### src/sv/djsc_pkg.sv
// Shared types, constants and helper functions of the differential joint step controller.
package djsc_pkg;

  localparam int COUNT_BITS   = 24;
  localparam int DUTY_BITS    = 8;
  localparam int STEP_BITS    = 16;
  localparam int BAND_BITS    = 16;
  localparam int CFG_DATA_BITS = 16;
  localparam int CFG_IDX_BITS = 2;
  localparam int EXT_BITS     = COUNT_BITS + 2;

  localparam logic [STEP_BITS-1:0] STEP_RESET = STEP_BITS'(1004);
  localparam logic [BAND_BITS-1:0] BAND_RESET = BAND_BITS'(100);
  localparam logic [DUTY_BITS-1:0] DUTY_RESET = DUTY_BITS'(100);

  localparam logic signed [EXT_BITS-1:0] CNT_MAX =
    EXT_BITS'((64'sd1 <<< (COUNT_BITS - 1)) - 64'sd1);
  localparam logic signed [EXT_BITS-1:0] CNT_MIN =
    EXT_BITS'(-(64'sd1 <<< (COUNT_BITS - 1)));

  typedef enum logic [CFG_IDX_BITS-1:0] {
    CFG_STEP     = 2'd0,
    CFG_DEADBAND = 2'd1,
    CFG_DUTY     = 2'd2
  } cfg_idx_e;

  typedef struct packed {
    logic [STEP_BITS-1:0] step_counts;
    logic [BAND_BITS-1:0] deadband_counts;
    logic [DUTY_BITS-1:0] drive_duty;
  } cfg_t;

  typedef struct packed {
    logic                         action;
    logic [3:0]                   cmd_bits;
    logic signed [COUNT_BITS-1:0] encoder_count;
    logic                         limit_up_pressed;
    logic                         limit_down_pressed;
  } in_item_t;

  typedef struct packed {
    logic [DUTY_BITS-1:0]         duty;
    logic                         motor1_forward;
    logic                         motor2_forward;
    logic                         clear_encoder;
    logic                         up_limit_stop;
    logic                         down_limit_stop;
    logic signed [COUNT_BITS-1:0] reported_position;
  } out_item_t;

  function automatic logic signed [COUNT_BITS-1:0] sat_count(
    input logic signed [EXT_BITS-1:0] v
  );
    logic signed [EXT_BITS-1:0] r;
    if (v > CNT_MAX) begin
      r = CNT_MAX;
    end else if (v < CNT_MIN) begin
      r = CNT_MIN;
    end else begin
      r = v;
    end
    return $signed(r[COUNT_BITS-1:0]);
  endfunction

  function automatic logic needs_drive(
    input logic signed [COUNT_BITS-1:0] target,
    input logic signed [COUNT_BITS-1:0] pos,
    input logic                         negative,
    input logic [BAND_BITS-1:0]         deadband
  );
    logic signed [EXT_BITS-1:0] t;
    logic signed [EXT_BITS-1:0] p;
    logic signed [EXT_BITS-1:0] err;
    logic signed [EXT_BITS-1:0] db;
    t  = EXT_BITS'(target);
    p  = EXT_BITS'(pos);
    db = EXT_BITS'(deadband);
    err = negative ? (p - t) : (t - p);
    return err > db;
  endfunction

endpackage

### src/sv/djsc_cfg_regs.sv
// Configuration register file: step size, deadband and drive duty.
module djsc_cfg_regs
  import djsc_pkg::*;
(
  input  logic                     clk_i,
  input  logic                     rst_ni,
  input  logic                     cfg_valid_i,
  output logic                     cfg_ready_o,
  input  logic [CFG_IDX_BITS-1:0]  cfg_index_i,
  input  logic [CFG_DATA_BITS-1:0] cfg_data_i,
  output cfg_t                     cfg_o
);

  cfg_t cfg_q, cfg_d;

  assign cfg_ready_o = 1'b1;
  assign cfg_o       = cfg_q;

  always_comb begin
    cfg_d = cfg_q;
    if (cfg_valid_i) begin
      unique case (cfg_idx_e'(cfg_index_i))
        CFG_STEP:     cfg_d.step_counts     = cfg_data_i[STEP_BITS-1:0];
        CFG_DEADBAND: cfg_d.deadband_counts = cfg_data_i[BAND_BITS-1:0];
        CFG_DUTY:     cfg_d.drive_duty      = cfg_data_i[DUTY_BITS-1:0];
        default:      cfg_d = cfg_q;
      endcase
    end
  end

  always_ff @(posedge clk_i or negedge rst_ni) begin
    if (!rst_ni) begin
      cfg_q.step_counts     <= STEP_RESET;
      cfg_q.deadband_counts <= BAND_RESET;
      cfg_q.drive_duty      <= DUTY_RESET;
    end else begin
      cfg_q <= cfg_d;
    end
  end

endmodule

### src/sv/djsc_in_reg.sv
// Input register stage holding one accepted beat for the step logic.
module djsc_in_reg
  import djsc_pkg::*;
(
  input  logic     clk_i,
  input  logic     rst_ni,
  input  logic     in_valid_i,
  output logic     in_ready_o,
  input  in_item_t in_data_i,
  input  logic     take_i,
  output logic     valid_o,
  output in_item_t data_o
);

  logic     valid_q, valid_d;
  in_item_t data_q, data_d;
  logic     load;

  assign in_ready_o = !valid_q || take_i;
  assign load       = in_valid_i && in_ready_o;
  assign valid_o    = valid_q;
  assign data_o     = data_q;

  always_comb begin
    valid_d = valid_q;
    data_d  = data_q;
    if (load) begin
      valid_d = 1'b1;
      data_d  = in_data_i;
    end else if (take_i) begin
      valid_d = 1'b0;
    end
  end

  always_ff @(posedge clk_i or negedge rst_ni) begin
    if (!rst_ni) begin
      valid_q <= 1'b0;
    end else begin
      valid_q <= valid_d;
    end
  end

  always_ff @(posedge clk_i) begin
    data_q <= data_d;
  end

endmodule

### src/sv/djsc_core.sv
// Joint state registers and the per-beat command and tick logic.
module djsc_core
  import djsc_pkg::*;
(
  input  logic      clk_i,
  input  logic      rst_ni,
  input  logic      fire_i,
  input  in_item_t  item_i,
  input  cfg_t      cfg_i,
  output out_item_t result_o
);

  logic signed [COUNT_BITS-1:0] bevel_target_q, bevel_target_d;
  logic signed [COUNT_BITS-1:0] lift_target_q, lift_target_d;
  logic bevel_active_q, bevel_active_d;
  logic lift_active_q, lift_active_d;
  logic bevel_neg_q, bevel_neg_d;
  logic lift_neg_q, lift_neg_d;
  logic m1_q, m1_d;
  logic m2_q, m2_d;

  logic signed [EXT_BITS-1:0]   pos_ext;
  logic signed [EXT_BITS-1:0]   step_ext;
  logic signed [COUNT_BITS-1:0] tgt_plus;
  logic signed [COUNT_BITS-1:0] tgt_minus;
  logic signed [COUNT_BITS-1:0] pos;
  logic up_hit;
  logic down_hit;
  logic drive_bevel;
  logic drive_lift;

  assign pos_ext   = EXT_BITS'(item_i.encoder_count);
  assign step_ext  = EXT_BITS'(cfg_i.step_counts);
  assign tgt_plus  = sat_count(pos_ext + step_ext);
  assign tgt_minus = sat_count(pos_ext - step_ext);
  assign up_hit    = item_i.limit_up_pressed && lift_active_q && !lift_neg_q;
  assign down_hit  = item_i.limit_down_pressed && lift_active_q && lift_neg_q;

  always_comb begin
    bevel_target_d = bevel_target_q;
    lift_target_d  = lift_target_q;
    bevel_active_d = bevel_active_q;
    lift_active_d  = lift_active_q;
    bevel_neg_d    = bevel_neg_q;
    lift_neg_d     = lift_neg_q;
    m1_d           = m1_q;
    m2_d           = m2_q;
    pos            = item_i.encoder_count;
    drive_bevel    = 1'b0;
    drive_lift     = 1'b0;
    result_o       = '0;

    if (!item_i.action) begin
      bevel_active_d = 1'b0;
      lift_active_d  = 1'b0;
      if (item_i.cmd_bits[1]) begin
        bevel_target_d = tgt_minus;
        bevel_neg_d    = 1'b1;
        bevel_active_d = 1'b1;
      end else if (item_i.cmd_bits[0]) begin
        bevel_target_d = tgt_plus;
        bevel_neg_d    = 1'b0;
        bevel_active_d = 1'b1;
      end
      if (item_i.cmd_bits[3]) begin
        lift_target_d = tgt_minus;
        lift_neg_d    = 1'b1;
        lift_active_d = 1'b1;
      end else if (item_i.cmd_bits[2]) begin
        lift_target_d = tgt_plus;
        lift_neg_d    = 1'b0;
        lift_active_d = 1'b1;
      end
    end else begin
      if (up_hit) begin
        bevel_active_d = 1'b0;
        lift_active_d  = 1'b0;
        bevel_target_d = '0;
        lift_target_d  = '0;
        pos            = '0;
      end else if (down_hit) begin
        bevel_active_d = 1'b0;
        lift_active_d  = 1'b0;
      end
      drive_bevel = bevel_active_d &&
                    needs_drive(bevel_target_d, pos, bevel_neg_q, cfg_i.deadband_counts);
      drive_lift  = lift_active_d &&
                    needs_drive(lift_target_d, pos, lift_neg_q, cfg_i.deadband_counts);
      if (drive_lift) begin
        m1_d            = !lift_neg_q;
        m2_d            = lift_neg_q;
        result_o.duty   = cfg_i.drive_duty;
      end else if (drive_bevel) begin
        m1_d            = !bevel_neg_q;
        m2_d            = !bevel_neg_q;
        result_o.duty   = cfg_i.drive_duty;
      end
      result_o.clear_encoder   = up_hit;
      result_o.up_limit_stop   = up_hit;
      result_o.down_limit_stop = !up_hit && down_hit;
    end

    result_o.motor1_forward    = m1_d;
    result_o.motor2_forward    = m2_d;
    result_o.reported_position = pos;
  end

  always_ff @(posedge clk_i or negedge rst_ni) begin
    if (!rst_ni) begin
      bevel_target_q <= '0;
      lift_target_q  <= '0;
      bevel_active_q <= 1'b0;
      lift_active_q  <= 1'b0;
      bevel_neg_q    <= 1'b0;
      lift_neg_q     <= 1'b0;
      m1_q           <= 1'b0;
      m2_q           <= 1'b0;
    end else if (fire_i) begin
      bevel_target_q <= bevel_target_d;
      lift_target_q  <= lift_target_d;
      bevel_active_q <= bevel_active_d;
      lift_active_q  <= lift_active_d;
      bevel_neg_q    <= bevel_neg_d;
      lift_neg_q     <= lift_neg_d;
      m1_q           <= m1_d;
      m2_q           <= m2_d;
    end
  end

endmodule

### src/sv/djsc_out_reg.sv
// Result register stage driving the output channel.
module djsc_out_reg
  import djsc_pkg::*;
(
  input  logic      clk_i,
  input  logic      rst_ni,
  input  logic      load_i,
  input  out_item_t data_i,
  output logic      free_o,
  output logic      out_valid_o,
  input  logic      out_ready_i,
  output out_item_t out_data_o
);

  logic      valid_q, valid_d;
  out_item_t data_q, data_d;

  assign free_o      = !valid_q || out_ready_i;
  assign out_valid_o = valid_q;
  assign out_data_o  = data_q;

  always_comb begin
    valid_d = valid_q;
    data_d  = data_q;
    if (load_i) begin
      valid_d = 1'b1;
      data_d  = data_i;
    end else if (out_ready_i) begin
      valid_d = 1'b0;
    end
  end

  always_ff @(posedge clk_i or negedge rst_ni) begin
    if (!rst_ni) begin
      valid_q <= 1'b0;
    end else begin
      valid_q <= valid_d;
    end
  end

  always_ff @(posedge clk_i) begin
    data_q <= data_d;
  end

endmodule

### src/sv/differential_joint_step_controller.sv
// Top level of the differential joint step controller.
// One input beat in, one result beat out. A command beat (action 0) sets a
// bevel and/or lift target one step from the carried encoder count; a tick
// beat (action 1) checks the limit switches and drives the motors at the
// configured duty while the signed remaining error exceeds the deadband,
// lift before bevel. An accepted beat is held in the input register,
// passes the step logic and lands in the result register; one beat per
// cycle is sustained while the output channel is not stalled by out_ready.
// Configuration writes take effect at once and belong to idle periods.
module differential_joint_step_controller
  import djsc_pkg::*;
(
  input  logic                     clk_i,
  input  logic                     rst_ni,
  input  logic                     in_valid_i,
  output logic                     in_ready_o,
  input  in_item_t                 in_data_i,
  output logic                     out_valid_o,
  input  logic                     out_ready_i,
  output out_item_t                out_data_o,
  input  logic                     cfg_valid_i,
  output logic                     cfg_ready_o,
  input  logic [CFG_IDX_BITS-1:0]  cfg_index_i,
  input  logic [CFG_DATA_BITS-1:0] cfg_data_i
);

  cfg_t      cfg;
  in_item_t  stage_item;
  logic      stage_valid;
  logic      out_free;
  logic      fire;
  out_item_t result;

  assign fire = stage_valid && out_free;

  djsc_cfg_regs u_cfg (
    .clk_i       (clk_i),
    .rst_ni      (rst_ni),
    .cfg_valid_i (cfg_valid_i),
    .cfg_ready_o (cfg_ready_o),
    .cfg_index_i (cfg_index_i),
    .cfg_data_i  (cfg_data_i),
    .cfg_o       (cfg)
  );

  djsc_in_reg u_in (
    .clk_i      (clk_i),
    .rst_ni     (rst_ni),
    .in_valid_i (in_valid_i),
    .in_ready_o (in_ready_o),
    .in_data_i  (in_data_i),
    .take_i     (fire),
    .valid_o    (stage_valid),
    .data_o     (stage_item)
  );

  djsc_core u_core (
    .clk_i    (clk_i),
    .rst_ni   (rst_ni),
    .fire_i   (fire),
    .item_i   (stage_item),
    .cfg_i    (cfg),
    .result_o (result)
  );

  djsc_out_reg u_out (
    .clk_i       (clk_i),
    .rst_ni      (rst_ni),
    .load_i      (fire),
    .data_i      (result),
    .free_o      (out_free),
    .out_valid_o (out_valid_o),
    .out_ready_i (out_ready_i),
    .out_data_o  (out_data_o)
  );

endmodule
### config.mk
export PLATFORM = sky130hd
export DESIGN_NAME = differential_joint_step_controller
export DESIGN_NICKNAME = d
export VERILOG_FILES = /design/src/sv/djsc_pkg.sv /design/src/sv/djsc_cfg_regs.sv /design/src/sv/djsc_in_reg.sv /design/src/sv/djsc_core.sv /design/src/sv/djsc_out_reg.sv /design/src/sv/differential_joint_step_controller.sv
export SDC_FILE = /design/constraint.sdc
export NUM_CORES = 1
export LEC_CHECK = 0
export BUFFER_PORTS_ARGS = -buffer_cell sky130_fd_sc_hd__buf_2
export CAP_MARGIN = 5
export CORE_MARGIN = 2
export CORE_UTILIZATION = 35
export DETAILED_ROUTE_END_ITERATION = 10
export PLACE_DENSITY = 0.52
export RECOVER_POWER = 100
export SLEW_MARGIN = 40
export SYNTH_ARGS = -nofsm -noshare
export SYNTH_HDL_FRONTEND = slang
export SYNTH_HIERARCHICAL = 1
export SYNTH_SLANG_ARGS = --single-unit
### constraint.sdc
create_clock -name clk_i -period 10.2 [get_ports clk_i]
set_input_delay 0.51 -clock clk_i [delete_from_list [all_inputs] [get_ports clk_i]]
set_output_delay 0.51 -clock clk_i [all_outputs]
set_load 0.02 [all_outputs]
# ---- Yosys cells after proc, flatten, opt, wreduce, memory -nomap -nowiden
# Cells that the tools add are included.
dict set report op_classes {
  addsub 6
  magnitude_cmp 6
  eq_ne 2
  n_mux 47
  bitwise 1
  reduce_logical 30
}
# cell count
set ops {}
lappend ops {{24-bit 2-to-1 mux} 17}
lappend ops {{24-bit by 24-bit subtractor with 25-bit output} 4}
lappend ops {{26-bit by 17-bit greater-than comparator with 1-bit output} 2}
lappend ops {{26-bit 2-to-1 mux} 2}
lappend ops {{25-bit by 24-bit greater-than comparator with 1-bit output, second input constant} 2}
lappend ops {{25-bit by 24-bit less-than comparator with 1-bit output, second input constant} 2}
lappend ops {{1-bit 2-to-1 mux} 26}
lappend ops {{24-bit by 17-bit adder with 25-bit output} 1}
lappend ops {{24-bit by 17-bit subtractor with 25-bit output} 1}
lappend ops {{8-bit 2-to-1 mux} 2}
lappend ops {{2-bit AND reduction} 5}
lappend ops {{1-bit logical AND} 9}
lappend ops {{2-bit nonzero test} 4}
lappend ops {{3-bit AND reduction} 2}
lappend ops {{3-bit nonzero test} 2}
lappend ops {{1-bit zero test} 5}
lappend ops {{2-bit by 1-bit equality test with 1-bit output, second input constant} 1}
lappend ops {{2-bit equality test, second input constant} 1}
lappend ops {{2-bit zero test} 1}
lappend ops {{1-bit logical OR} 2}
lappend ops {{1-bit inverter} 1}
dict set report totals {
  ff_bits 163
  output_inout_bits 40
  elab_cells 116
}

# ---- Longest topological paths before layout
# Gate-level depths: netlist of the first run.
dict set report depth {
  word_depth 11
  ltp_mapped 31
  depth_no_buf 23
}

# ---- By module
# The synthesis of the first run kept the hierarchy.
# mod instances cells_each area_each_um2
set by_module_without_submodules {}
lappend by_module_without_submodules {djsc_core 1 1684 11748.8}
lappend by_module_without_submodules {djsc_cfg_regs 1 87 1539.0}
lappend by_module_without_submodules {djsc_out_reg 1 40 1158.6}
lappend by_module_without_submodules {djsc_in_reg 1 35 984.7}
lappend by_module_without_submodules {differential_joint_step_controller 1 1 6.3}

# ---- Worst setup path after synthesis of the first run
# Ideal clock, no wire load.
dict set report synth_timing {
  path_kind {register to register}
  start {register u_core.lift_neg_q}
  end {register u_out.data_q, in the netlist u_out/out_data_o[27] (data pin)}
  setup_time_ns 0.251
  arrival_time_ns 6.108
  required_ns 9.949
  setup_slack_ns 3.841
  stages_incl_launch_ff 30
  path_buffers 7
  period_less_slack_ns 6.359
  cell_sequence {dfrtp_1 > buf_6 > nand3b_4 > buf_2 > clkbuf_1 > clkbuf_1 > clkbuf_1 > clkbuf_1 > nand2_1 > inv_1 > ha_1 > a21oi_1 > a211oi_1 > or3_1 > a211oi_2 > nor2_1 > o31a_1 > xor2_1 > ha_1 > and4_1 > nand4_1 > nor4_1 > o21ai_0 > a2111oi_0 > nand3_1 > nor4_1 > a31o_2 > mux2i_1 > a2bb2oi_1 > buf_4}
}
dict set report synth_between {
  elab_chain_cells 11
}
# element line
set synth_lines {}
lappend synth_lines {{start, declared} djsc_core.sv:18} ;# logic lift_neg_q, lift_neg_d;
lappend synth_lines {{start signal, assigned} djsc_core.sv:124} ;# lift_neg_q <= lift_neg_d;
lappend synth_lines {{1-bit zero test} djsc_core.sv:36} ;# assign up_hit = item_i.limit_up_pressed && lift_active_q && !lift_neg_q;
lappend synth_lines {{1-bit logical AND} djsc_core.sv:36}
lappend synth_lines {{24-bit 2-to-1 mux} djsc_core.sv:75} ;# if (up_hit) begin
lappend synth_lines {{24-bit 2-to-1 mux} djsc_core.sv:53} ;# if (!item_i.action) begin
lappend synth_lines {{24-bit by 24-bit subtractor with 25-bit output} djsc_pkg.sv:78} ;# err = negative ? (p - t) : (t - p);
lappend synth_lines {{26-bit 2-to-1 mux} djsc_pkg.sv:78}
lappend synth_lines {{26-bit by 17-bit greater-than comparator with 1-bit output} djsc_pkg.sv:79} ;# return err > db;
lappend synth_lines {{1-bit logical AND} djsc_core.sv:85} ;# drive_bevel = bevel_active_d &&
lappend synth_lines {{1-bit 2-to-1 mux} djsc_core.sv:93} ;# end else if (drive_bevel) begin
lappend synth_lines {{1-bit 2-to-1 mux (*)} djsc_core.sv:89} ;# if (drive_lift) begin
lappend synth_lines {{1-bit 2-to-1 mux (*)} djsc_core.sv:53}
lappend synth_lines {{net u_core.m2_d} djsc_core.sv:20} ;# logic m2_q, m2_d;
lappend synth_lines {{end signal, assigned} djsc_out_reg.sv:42} ;# data_q <= data_d;
lappend synth_lines {{end, declared} djsc_out_reg.sv:16} ;# out_item_t data_q, data_d;
# The timed path passes the listed nets; every way through them passes the cells marked *. The select of a mux whose other input is x is not followed.
# A chain may end at the register's enable or synchronous reset.

# ---- Final worst setup path of the first run
dict set report layout_timing {
  start {register u_core.lift_neg_q}
  end {register u_out.data_q, in the netlist u_out/out_data_o[35] (data pin)}
}
dict set report layout_between {
  elab_chain_cells 10
}
# element line
set layout_lines {}
lappend layout_lines {{1-bit zero test} djsc_core.sv:36}
lappend layout_lines {{1-bit logical AND} djsc_core.sv:36}
lappend layout_lines {{24-bit 2-to-1 mux} djsc_core.sv:75}
lappend layout_lines {{24-bit 2-to-1 mux} djsc_core.sv:53}
lappend layout_lines {{24-bit by 24-bit subtractor with 25-bit output} djsc_pkg.sv:78}
lappend layout_lines {{26-bit 2-to-1 mux} djsc_pkg.sv:78}
lappend layout_lines {{26-bit by 17-bit greater-than comparator with 1-bit output} djsc_pkg.sv:79}
lappend layout_lines {{1-bit logical AND} djsc_core.sv:85}
lappend layout_lines {{8-bit 2-to-1 mux} djsc_core.sv:93}
lappend layout_lines {{8-bit 2-to-1 mux (*)} djsc_core.sv:89}
# Every way passes the cells marked *; elsewhere a longest branch is shown, timed or not. The select of a mux whose other input is x is not followed.

==> summary.md, run 1 <==
| Metric | Value |
|---|---|
| Crit-path leading delay family | `simple AND/OR/NAND/NOR gates` |
| Final antenna-violating net count | `0` |
| RD Place Congestion | `0.958` |
| Startpoint Class | `flip-flop` |
| Fmax | `119 MHz` |
| Critical path data required time | `10400 ps` |
| Largest net degree at the start of global routing | `55` |
| Critical path buffers and inverters | `2` |
| Avg Cell Area, Syn | `8.36 um2` |
| Dpl hpwl | `42700 um` |
| Die height | `214 um` |
| Post-synth EDFFs | `68` |
| Starting Density | `35.7%` |
| Vias in the first global route | `13595` |
| Global route total overflow | `0` |
| Number of diodes | `0` |
| Synthesized flop and latch total | `164` |
| Post-synthesis async set-or-reset flop share | `58.5%` |
| Crit-path cells | `clkbuf_1 -> and3b_1 -> buf_4 -> nor2_1 -> fa_1 -> nor2_1 -> a311o_1 -> a31o_2 -> a32oi_1 -> o22ai_1 -> nor2_1 -> xnor2_1 -> ha_1 -> and4_1 -> nand4_1 -> nor4_1 -> o21ai_0 -> a2111oi_0 -> nand3_1 -> nor4_1 -> a31o_1 -> a21boi_2 -> and2_1` |
| Synth top area cells | `dfrtp_1 (13%), edfxtp_1 (13%), ha_1 (11%), a21oi_1 (4.9%), nand2_1 (4.1%)` |
| Count leader, synth | `nand2_1` |
| Worst-skew pair later-pin latency | `450 ps` |
| Synthesized area | `15400 um2` |
| Clk root buf | `clkbuf_16` |
| Cells after synthesis | `1847` |
| TritonCTS Buffers | `17` |
| Yosys Warn Count | `6` |
| VDD IR max | `0.137 mV` |
| Leakage | `7.31 nW` |
| CTS Sinks | `164` |
| Site Rows | `76` |
| CTS tree | `built` |
| Tot GR Track Use | `22.8%` |
| Slew margin rel. | `-106%` |
| Complex-gate fraction of the synthesized area | `24.9%` |
| Crit. End Element | `flip-flop` |
| Worst Tran Pin Value | `3090 ps` |
| Post-Syn Nets | `2041` |
| Simple-Gate Fraction of Synth Area | `19.1%` |
| Worst R2R Start | `u_core/lift_neg_q$_DFFE_PN0P_` |
| Max Slew Vio Count | `221` |
| Vias per cell | `5.71` |
| Arr. time, crit path | `8600 ps` |
| Cell count along the critical path | `23` |
| Layout cells sized above 1 | `9.89%` |
| Sequential fraction of the synthesis area | `28.9%` |
| Post-CTS Hold Buffers | `0` |
| Outcome | `finished, violations left` |
| Setup TNS | `0 ps` |
| Most frequent CP cell | `nor2_1` |
| Total number of vias | `14086` |
| Detailed Route Iter0 Violations | `1140` |
| Area share of the leading cell type in the synthesized netlist | `13.5%` |
| First-pass GRT wire length | `81100 um` |
| Final period util | `82.4%` |
| Pre-CTS setup slack | `2980 ps` |
| IO buf count | `92` |
| Maximum buffer depth of the clock tree | `2` |
| 1st-pass router iterations | `5` |
| Area grow syn2layout | `8.56%` |
| Largest stage delay on the critical path | `1570 ps` |
| Violated checks | `capacitance limit, slew limit` |
| Synth Area in XOR/XNOR | `4.31%` |
| Setup violators final | `0` |
| Final nets | `2062` |
| DRC viols | `0` |
| RSZ-0062 raised after global routing | `false` |
| Worst R2R End | `u_out/out_data_o[35]$_DFFE_PP_` |
| Cell count of the worst reg-to-reg path | `23` |
| CTS clk-pin slew, worst paths | `70 ps` |
| Core Box Area | `43300 um2` |
| CTS resizes | `0` |
| Netlist cell types | `99` |
| Setup ws final | `1800 ps` |
| I/O pin cnt | `94` |
| Main synth FF type | `dfrtp_1` |
| Crit Path Category | `reg -> reg` |
| DR WL/cell | `21.6 um` |
| Worst-path maximum fanout | `46` |
| Setup slack, reg-to-reg | `1800 ps` |
| HP Class | `in -> reg` |
| Synth area leader | `dfrtp_1` |
| Pwr Density | `297 nW/um2` |
| Setup crit end | `u_out/out_data_o[35]$_DFFE_PP_` |
| Crit path max-delay cell type | `clkbuf_1` |
| H-tree depth | `4` |
| Synth cell count leaders | `nand2_1 (170), a21oi_1 (151), inv_1 (136)` |
| Clk_skew | `9.09 ps` |
| Multiplexer share of the synthesized area | `4.45%` |
| Synthesized-area fraction occupied by adder cells | `11.8%` |
| Routed WL | `53200 um` |
| Hold Fails Final Rpt | `0` |
| Post-CTS setup repair buffer count | `0` |
| Start point of the critical path | `u_core/lift_neg_q$_DFFE_PN0P_` |
| Die width | `214 um` |
| Fin crit period | `8400 ps` |
| Die area | `45800 um2` |
| Max-Cap Viols | `5` |
| Largest family of logic cells by synthesized area | `compound AO/OA/AOI/OAI gates` |
| Initial antenna violation count | `1` |
## power by group
| group | leakage, nW | switching (mW) | internal (mW) |
|---|---|---|---|
| registers | 1.80 | 0.195 | 0.873 |
| clock network | 0.282 | 0.282 | 0.341 |
| logic | 5.23 | 2.02 | 1.26 |
## area by class of cell
class                      count  area, um2
clock inverter                15        141
inverter                     138        518
fill                        4505      26500
clock buffer                  17        425
sequential                   164       4460
tap                          585        732
timing repair buffer         111        526
multi-input combinational   1436       9960
## flip-flops by register name, indices dropped and copies added (netlist names), 24 cells and up
signal,cells
u_cfg/cfg_o,40
u_core/bevel_target_q,24
u_core/lift_target_q,24
u_in/data_o,31
u_out/out_data_o,37
## stage by stage
step | cells | cell area [um2] | hold WS [ps] | util (%) | power, mW
after floorplan | 1847 | 15400 | 214 | - | 3.40
after global placement | 2433 | 16300 | 461 | 37.6 | 4.29
after detailed placement | 2434 | 16300 | 465 | 37.7 | 4.30
after CTS | 2466 | 16900 | 51.8 | 39.0 | 4.95
after global routing | 2466 | 16800 | 213 | 38.7 | 5.36
final | 2466 | 16800 | 236 | 38.7 | 4.98
## layout by cell type, fill, tap and decap left out, types with 30 or more instances in the layout
cell type / Yosys / final
a21oi_1: 151 / 151
clkbuf_1: 84 / 50
buf_2: 6 / 48
and2_1: 49 / 38
xnor2_1: 46 / 46
nand2b_1: 32 / 33
dfrtp_1: 83 / 83
edfxtp_1: 68 / 68
mux2_2: 45 / 44
nor3_1: 31 / 31
nor2_1: 133 / 131
ha_1: 135 / 135
inv_1: 136 / 136
xor2_1: 30 / 30
o21ai_0: 97 / 97
a21o_1: 45 / 43
nor2b_1: 37 / 37
nand2_1: 170 / 170
## worst min-delay path by stage
stage                                                from                               endpoint  slack [ps]  cells past startpoint
floorplan                                          rst_ni             u_cfg/cfg_o[0]$_DFFE_PN0P_         210                      0
global placement    u_core/bevel_target_q[23]$_DFFE_PN0P_  u_core/bevel_target_q[23]$_DFFE_PN0P_         460                      1
detailed placement   u_core/lift_target_q[23]$_DFFE_PN0P_   u_core/lift_target_q[23]$_DFFE_PN0P_         470                      1
CTS                                                rst_ni            u_cfg/cfg_o[39]$_DFFE_PN0P_          50                      1
global route                                in_data_i[28]              u_in/data_o[28]$_DFFE_PP_         210                      1
finish                                       in_data_i[0]               u_in/data_o[0]$_DFFE_PP_         240                      1
## worst reg2reg max path, stage by stage (launching register included)
cell,delay [ps]
dfrtp_1,340
clkbuf_1,1570
and3b_1,320
buf_4,270
nor2_1,250
fa_1,320
nor2_1,60
a311o_1,330
a31o_2,290
a32oi_1,370
o22ai_1,220
nor2_1,170
xnor2_1,80
ha_1,300
and4_1,220
nand4_1,180
nor4_1,870
o21ai_0,270
a2111oi_0,420
nand3_1,120
nor4_1,280
a31o_1,440
a21boi_2,240
and2_1,220
## metal layers
layer / vias to the layer above / wire length [um] / track usage [%]
met4: 0 / 1930 / 9.25
met3: 89 / 3150 / 2.48
li1: 6699 / - / -
met2: 500 / 23400 / 35.5
met5: - / 0 / 0
met1: 6798 / 24700 / 32.1
## kinds of logic after synthesis
| logic type | after synthesis |
|---|---|
| other cells | 1 |
| compound gates | 570 |
| mux | 63 |
| fa+ha+maj | 143 |
| buf+inv | 247 |
| simple gates | 583 |
| flops | 164 |
| xor+xnor | 76 |
Note: power is estimated with default switching activity, not from simulation.
==> run 2: changes to the inputs <==
- ABC_AREA: not set -> 1
- clock period: 10.2 -> 7.85 ns (I/O delays scaled with it)
==> run 2 against run 1 <==
Against the previous run: design area is 6.6% higher; die area increased by 6.4%; global-route usage up 3.0 points; synthesized area rose by 6.6%; power rose by 32%; cell count rose by 29%; via count rose by 18%; hold slack got worse by 130 ps; first-iteration DRC count up 11%; setup slack got worse by 410 ps; the flow still finishes with violations (capacitance limit, slew limit); highest routed layer unchanged; combinational power up 35%; sequential cell count is the same.
==> summary.md, run 2 <==
| Metric | Value |
|---|---|
| VDD IR max | `0.138 mV (was 0.137 mV)` |
| Dpl hpwl | `51800 um (was 42700 um)` |
| Die area | `48800 um2 (was 45800 um2)` |
| Design area | `17900 um2 (was 16800 um2)` |
| Post-synth EDFFs | `68 (unchanged)` |
| Die width | `221 um (was 214 um)` |
| Area grow syn2layout | `8.61% (was 8.56%)` |
| 1st-pass router iterations | `7 (was 5)` |
| Final antenna-violating net count | `0 (unchanged)` |
| IO buf count | `92 (unchanged)` |
| Startpoint Class | `flip-flop (unchanged)` |
| Max-Cap Viols | `7 (was 5)` |
| Pwr Density | `368 nW/um2 (was 297 nW/um2)` |
| Layout cells sized above 1 | `6.72% (was 9.89%)` |
| Max Slew Vio Count | `356 (was 221)` |
| Hold Fails Final Rpt | `0 (unchanged)` |
| Core Box Area | `46500 um2 (was 43300 um2)` |
| Post-Syn Nets | `2717 (was 2041)` |
| Setup TNS | `0 ps (unchanged)` |
| Count leader, synth | `nand2_1 (unchanged)` |
| Synthesized flop and latch total | `164 (unchanged)` |
| RD Place Congestion | `1.05 (was 0.958)` |
| HP Class | `in -> reg (unchanged)` |
| Arr. time, crit path | `6850 ps (was 8600 ps)` |
| First-pass GRT wire length | `96700 um (was 81100 um)` |
| Worst-path maximum fanout | `67 (was 46)` |
| Critical path data required time | `8240 ps (was 10400 ps)` |
| CTS clk-pin slew, worst paths | `80 ps (was 70 ps)` |
| CTS resizes | `0 (unchanged)` |
| Fin crit period | `6460 ps (was 8400 ps)` |
| Site Rows | `79 (was 76)` |
| Starting Density | `35.4% (was 35.7%)` |
| Commonest non-fill, non-tap cell in the layout | `nand2_1 (unchanged)` |
| Netlist cell types | `60 (was 99)` |
| Worst-skew pair later-pin latency | `460 ps (was 450 ps)` |
| RSZ-0062 raised after global routing | `false (unchanged)` |
| Total power | `6.57 mW (was 4.98 mW)` |
| Vias per cell | `5.21 (was 5.71)` |
| Routed WL | `63500 um (was 53200 um)` |
| Crit. End Element | `flip-flop (unchanged)` |
| Clk root buf | `clkbuf_16 (unchanged)` |
| Clk_skew | `10.8 ps (was 9.09 ps)` |
| Worst Tran Pin Value | `3290 ps (was 3090 ps)` |
| Largest net degree at the start of global routing | `68 (was 55)` |
| Sequential fraction of the synthesis area | `27.1% (was 28.9%)` |
| DP Area | `17400 um2 (was 16300 um2)` |
| Initial antenna violation count | `1 (unchanged)` |
| Final nets | `2757 (was 2062)` |
| Number of flip-flops in the largest register | `40 (unchanged)` |
| Avg Cell Area, Syn | `6.52 um2 (was 8.36 um2)` |
| Vias in the first global route | `16010 (was 13595)` |
| DRC viols | `0 (unchanged)` |
| Cells after synthesis | `2523 (was 1847)` |
| DR WL/cell | `19.9 um (was 21.6 um)` |
| I/O pin cnt | `94 (unchanged)` |
| Pre-CTS setup slack | `2050 ps (was 2980 ps)` |
| Main synth FF type | `dfrtp_1 (unchanged)` |
| Yosys Warn Count | `6 (unchanged)` |
| Final period util | `82.3% (was 82.4%)` |
| Synthesized area | `16500 um2 (was 15400 um2)` |
| Post-CTS setup repair buffer count | `0 (unchanged)` |
| Area share of the leading cell type in the synthesized netlist | `18.9% (was 13.5%)` |
| Slew margin rel. | `-120% (was -106%)` |
| Crit Path Category | `reg -> reg (unchanged)` |
| Most frequent cells in the layout | `nand2_1 (830), inv_1 (365), nor2_1 (181), a21oi_1 (171), nand3_1 (144) (was nand2_1 (170), a21oi_1 (151), inv_1 (136), ha_1 (135), nor2_1 (131))` |
| Post-CTS Hold Buffers | `0 (unchanged)` |
| Outcome | `finished, violations left (unchanged)` |
| Detailed Route Iter0 Violations | `1263 (was 1140)` |
| CTS Sinks | `164 (unchanged)` |
| Synth top area cells | `nand2_1 (19%), dfrtp_1 (13%), edfxtp_1 (12%), ha_1 (10%), inv_1 (8.4%) (was dfrtp_1 (13%), edfxtp_1 (13%), ha_1 (11%), a21oi_1 (4.9%), nand2_1 (4.1%))` |
| H-tree depth | `4 (unchanged)` |
| Global route total overflow | `0 (unchanged)` |
| CTS tree | `built (unchanged)` |
| Synth area leader | `nand2_1 (was dfrtp_1)` |
| Synth cell count leaders | `nand2_1 (828), inv_1 (367), nor2_1 (181) (was nand2_1 (170), a21oi_1 (151), inv_1 (136))` |
| Tot GR Track Use | `25.8% (was 22.8%)` |
| Die height | `221 um (was 214 um)` |
| Maximum buffer depth of the clock tree | `2 (unchanged)` |
| Violated checks | `capacitance limit, slew limit (unchanged)` |
| Setup ws final | `1390 ps (was 1800 ps)` |
| Post-synthesis async set-or-reset flop share | `58.5% (unchanged)` |
| Hold_ws | `104 ps (was 236 ps)` |
| Leakage | `9.44 nW (was 7.31 nW)` |
| Fmax | `155 MHz (was 119 MHz)` |
| Setup violators final | `0 (unchanged)` |
| TritonCTS Buffers | `17 (unchanged)` |
| Total number of vias | `16585 (was 14086)` |
==> run 2: power by group <==
part	internal, mW	switching, mW	total [mW]
logic	1.41	3.03	4.43
registers	1.11	0.148	1.26
clock network	0.445	0.432	0.877
==> run 2: stage by stage <==
stage | utilization, % | instances
floorplan | - | 2523
global placement | 37.3 | 3148
detailed placement | 37.4 | 3150
CTS | 38.7 | 3182
global route | 38.5 | 3183
finish | 38.5 | 3184
==> run 2: final timing paths <==
path	startpoint	to	slack [ps]	cells past startpoint
max reg2reg	u_in/data_o[30]$_DFFE_PP_	u_core/bevel_target_q[9]$_DFFE_PN0P_	1390	9
min reg2reg	u_cfg/cfg_o[10]$_DFFE_PN1P_	u_cfg/cfg_o[10]$_DFFE_PN1P_	460	2
min	in_data_i[21]	u_in/data_o[21]$_DFFE_PP_	100	1
min in group asynchronous	rst_ni	u_cfg/cfg_o[1]$_DFFE_PN0P_	1580	2
max	u_in/data_o[30]$_DFFE_PP_	u_core/bevel_target_q[9]$_DFFE_PN0P_	1390	9
max in group asynchronous	rst_ni	u_core/lift_target_q[7]$_DFFE_PN0P_	2730	3
==> run 2: worst max-delay path: stages (launching register included) <==
cell and delay [ps]:
edfxtp_1 330, clkbuf_1 2220, inv_1 100, clkbuf_1 1060, a21oi_2 420, clkbuf_1 1100, inv_2 590, a21oi_1 270
o21ai_0 130, nand2_1 150
==> run 2: cell type report <==
type | instances | area, um2
multi-input cells | 1891 | 10100
repair buffers | 111 | 526
well taps | 607 | 759
flip-flops and latches | 164 | 4460
clock inverters | 14 | 154
inverters | 378 | 1420
clock buffers | 18 | 450
fillers | 5122 | 28600
diodes | 1 | 2.50
==> run 2: logic make-up after synthesis <==
family,after synthesis,synth area share [%]
simple gates,1299,34.0
buf+inv,468,11.5
compound gates,387,13.1
flops,164,27.1
fa+ha+maj,140,10.9
xor+xnor,61,3.25
mux,3,0.183
other cells,1,0.0228
==> run 2: metal layers <==
metal	vias to the layer above	track usage [%]	routed length, um
met1	7851	36.4	30000
li1	8200	-	-
met3	72	2.63	2890
met2	462	41.6	29000
met5	-	0	0
met4	0	7.12	1640
==> run 3: changes to the inputs <==
- clock period: 7.85 -> 6.45 ns (I/O delays scaled with it)
==> run 3 against run 2 <==
Against the previous run: non-clock buffer count is 7 higher; combinational power increased by 20%; critical path depth rose by 9; setup slack got worse by 370 ps; the run still ends with capacitance limit, slew limit left; routed wire length shrank 3.5%; global-route usage down 1.1 points; hold slack worse by 61 ps; power is 20% higher; largest cell class unchanged; register-to-register slack got worse by 370 ps.
==> summary.md, run 3 (synthesis results as in run 2) <==
| Metric | Value |
|---|---|
| Fin crit period | `5430 ps (was 6460 ps)` |
| Pwr Density | `440 nW/um2 (was 368 nW/um2)` |
| Starting Density | `35.4% (unchanged)` |
| Core Box Area | `46500 um2 (unchanged)` |
| RSZ-0062 raised after global routing | `false (unchanged)` |
| Leakage | `9.48 nW (was 9.44 nW)` |
| Initial antenna violation count | `0 (was 1)` |
| Largest net degree at the start of global routing | `64 (was 68)` |
| H-tree depth | `4 (unchanged)` |
| DP Area | `17400 um2 (about the same)` |
| CTS tree | `built (unchanged)` |
| Final nets | `2764 (was 2757)` |
| Startpoint Class | `flip-flop (unchanged)` |
| Maximum buffer depth of the clock tree | `2 (unchanged)` |
| Slew margin rel. | `-106% (was -120%)` |
| DRC viols | `0 (unchanged)` |
| Outcome | `finished, violations left (unchanged)` |
| Footprint of the multi-input gates | `10100 um2 (about the same)` |
| Vias per cell | `5.20 (was 5.21)` |
| Die height | `221 um (unchanged)` |
| Most frequent cells in the layout | `nand2_1 (831), inv_1 (367), nor2_1 (181), a21oi_1 (171), nand3_1 (144) (was nand2_1 (830), inv_1 (365), nor2_1 (181), a21oi_1 (171), nand3_1 (144))` |
| Site Rows | `79 (unchanged)` |
| Critical path data required time | `6790 ps (was 8240 ps)` |
| Hold_ws | `42.8 ps (was 104 ps)` |
| Setup TNS | `0 ps (unchanged)` |
| Utilization after layout | `38.6% (was 38.5%)` |
| Fmax | `184 MHz (was 155 MHz)` |
| Dpl hpwl | `50000 um (was 51800 um)` |
| Max Slew Vio Count | `287 (was 356)` |
| Clk root buf | `clkbuf_16 (unchanged)` |
| Tot GR Track Use | `24.7% (was 25.8%)` |
| Most frequent CP cell | `o21ai_0 (was clkbuf_1)` |
| 1st-pass router iterations | `7 (unchanged)` |
| Setup violators final | `0 (unchanged)` |
| I/O pin cnt | `94 (unchanged)` |
| Die area | `48800 um2 (unchanged)` |
| Vias in the first global route | `16074 (was 16010)` |
| CTS Sinks | `164 (unchanged)` |
| Worst-skew pair later-pin latency | `460 ps (about the same)` |
| Total power | `7.90 mW (was 6.57 mW)` |
| IO buf count | `92 (unchanged)` |
| Routed WL | `61300 um (was 63500 um)` |
| Final std cells w/o fill | `3190 (was 3184)` |
| Commonest non-fill, non-tap cell in the layout | `nand2_1 (unchanged)` |
| Largest stage delay on the critical path | `610 ps (was 2220 ps)` |
| Register area | `4460 um2 (unchanged)` |
| Post-placement cell count | `3157 (was 3150)` |
| Die width | `221 um (unchanged)` |
| Detailed Route Iter0 Violations | `1298 (was 1263)` |
| DR WL/cell | `19.2 um (was 19.9 um)` |
| Final period util | `84.2% (was 82.3%)` |
| CTS clk-pin slew, worst paths | `80 ps (about the same)` |
| Layout cells sized above 1 | `6.66% (was 6.72%)` |
| Max-Cap Viols | `6 (was 7)` |
| Arr. time, crit path | `5770 ps (was 6850 ps)` |
| Number of diodes | `0 (was 1)` |
| Total number of vias | `16596 (was 16585)` |
| Worst Tran Pin Value | `3090 ps (was 3290 ps)` |
| Hold Fails Final Rpt | `0 (unchanged)` |
| Global route total overflow | `0 (unchanged)` |
| Design area | `17900 um2 (about the same)` |
| Crit. End Element | `flip-flop (unchanged)` |
| Clk_skew | `12.2 ps (was 10.8 ps)` |
| TritonCTS Buffers | `17 (unchanged)` |
| Crit-path cells | `inv_1 -> ha_1 -> inv_1 -> fa_1 -> nand3_1 -> nand2_1 -> a21oi_1 -> o21ai_0 -> a21boi_0 -> o21ai_0 -> a21boi_0 -> nand3_1 -> o21ai_0 -> nand2_1 -> o21ai_0 -> o21ai_0 -> o211ai_1 -> nand2_1 (was clkbuf_1 -> inv_1 -> clkbuf_1 -> a21oi_2 -> clkbuf_1 -> inv_2 -> a21oi_1 -> o21ai_0 -> nand2_1)` |
| Final antenna-violating net count | `0 (unchanged)` |
| CTS resizes | `0 (unchanged)` |
| Fill count | `5116 (was 5122)` |
| First-pass GRT wire length | `93400 um (was 96700 um)` |
| Area grow syn2layout | `8.97% (was 8.61%)` |
| Setup ws final | `1020 ps (was 1390 ps)` |
| VDD IR max | `0.160 mV (was 0.138 mV)` |
| Number of flip-flops in the largest register | `40 (unchanged)` |
| HP Class | `in -> reg (unchanged)` |
| Crit Path Category | `reg -> reg (unchanged)` |
| Violated checks | `capacitance limit, slew limit (unchanged)` |
| Worst-path maximum fanout | `23 (was 67)` |
| RD Place Congestion | `0.971 (was 1.05)` |
| Crit path max-delay cell type | `nand2_1 (was clkbuf_1)` |
| Pre-CTS setup slack | `1140 ps (was 2050 ps)` |
run 3: worst max-delay path: cells and delay by family (launching register included):
kind                       cells  cell delay (ps)
AOI/OAI and AO/OA              9             2790
adders and majority gates      2              570
buffers and inverters          2              280
DFF                            1              550
and+or+nand+nor                5             1130
run 3: report_power, final:
group	leakage (nW)	switching (mW)	internal (mW)
clock network	0.298	0.515	0.543
logic	7.37	3.59	1.72
registers	1.82	0.177	1.35
total	9.48	4.28	3.61
run 3: timing repair:
item                      in CTS  in global routing
hold endpoints to repair      24                  0
hold buffers                   1                  0
buffers inserted               0                  0
run 3: worst paths after layout:
check                      slack (ps)  depth (start not counted)                                   end                        from
max                              1020                         18  u_core/lift_target_q[17]$_DFFE_PN0P_    u_in/data_o[2]$_DFFE_PP_
min                                40                          1              u_in/data_o[8]$_DFFE_PP_                in_data_i[8]
max reg2reg                      1020                         18  u_core/lift_target_q[17]$_DFFE_PN0P_    u_in/data_o[2]$_DFFE_PP_
min reg2reg                       470                          2            u_cfg/cfg_o[6]$_DFFE_PN1P_  u_cfg/cfg_o[6]$_DFFE_PN1P_
max in group asynchronous        1460                          3  u_core/lift_target_q[23]$_DFFE_PN0P_                      rst_ni
min in group asynchronous         950                          2            u_cfg/cfg_o[1]$_DFFE_PN0P_                      rst_ni
run 3: layer usage:
metal	global-route usage [%]	part of all wire, %	wire, um	vias to the layer above
met5	0	0	0	-
met4	7.66	2.6	1570	0
met3	4.12	6.1	3730	82
met2	39.3	45	27500	531
met1	34.1	47	28500	7772
li1	-	-	-	8211
run 3: cell type report:
cell class / instances / share of cell area (%)
clock buffer: 18 / 2.51
clock inverter: 14 / 0.879
inverter: 378 / 7.91
timing repair buffer: 118 / 3.35
multi-input combinational: 1891 / 56.2
sequential: 164 / 24.9
tap: 607 / 4.24
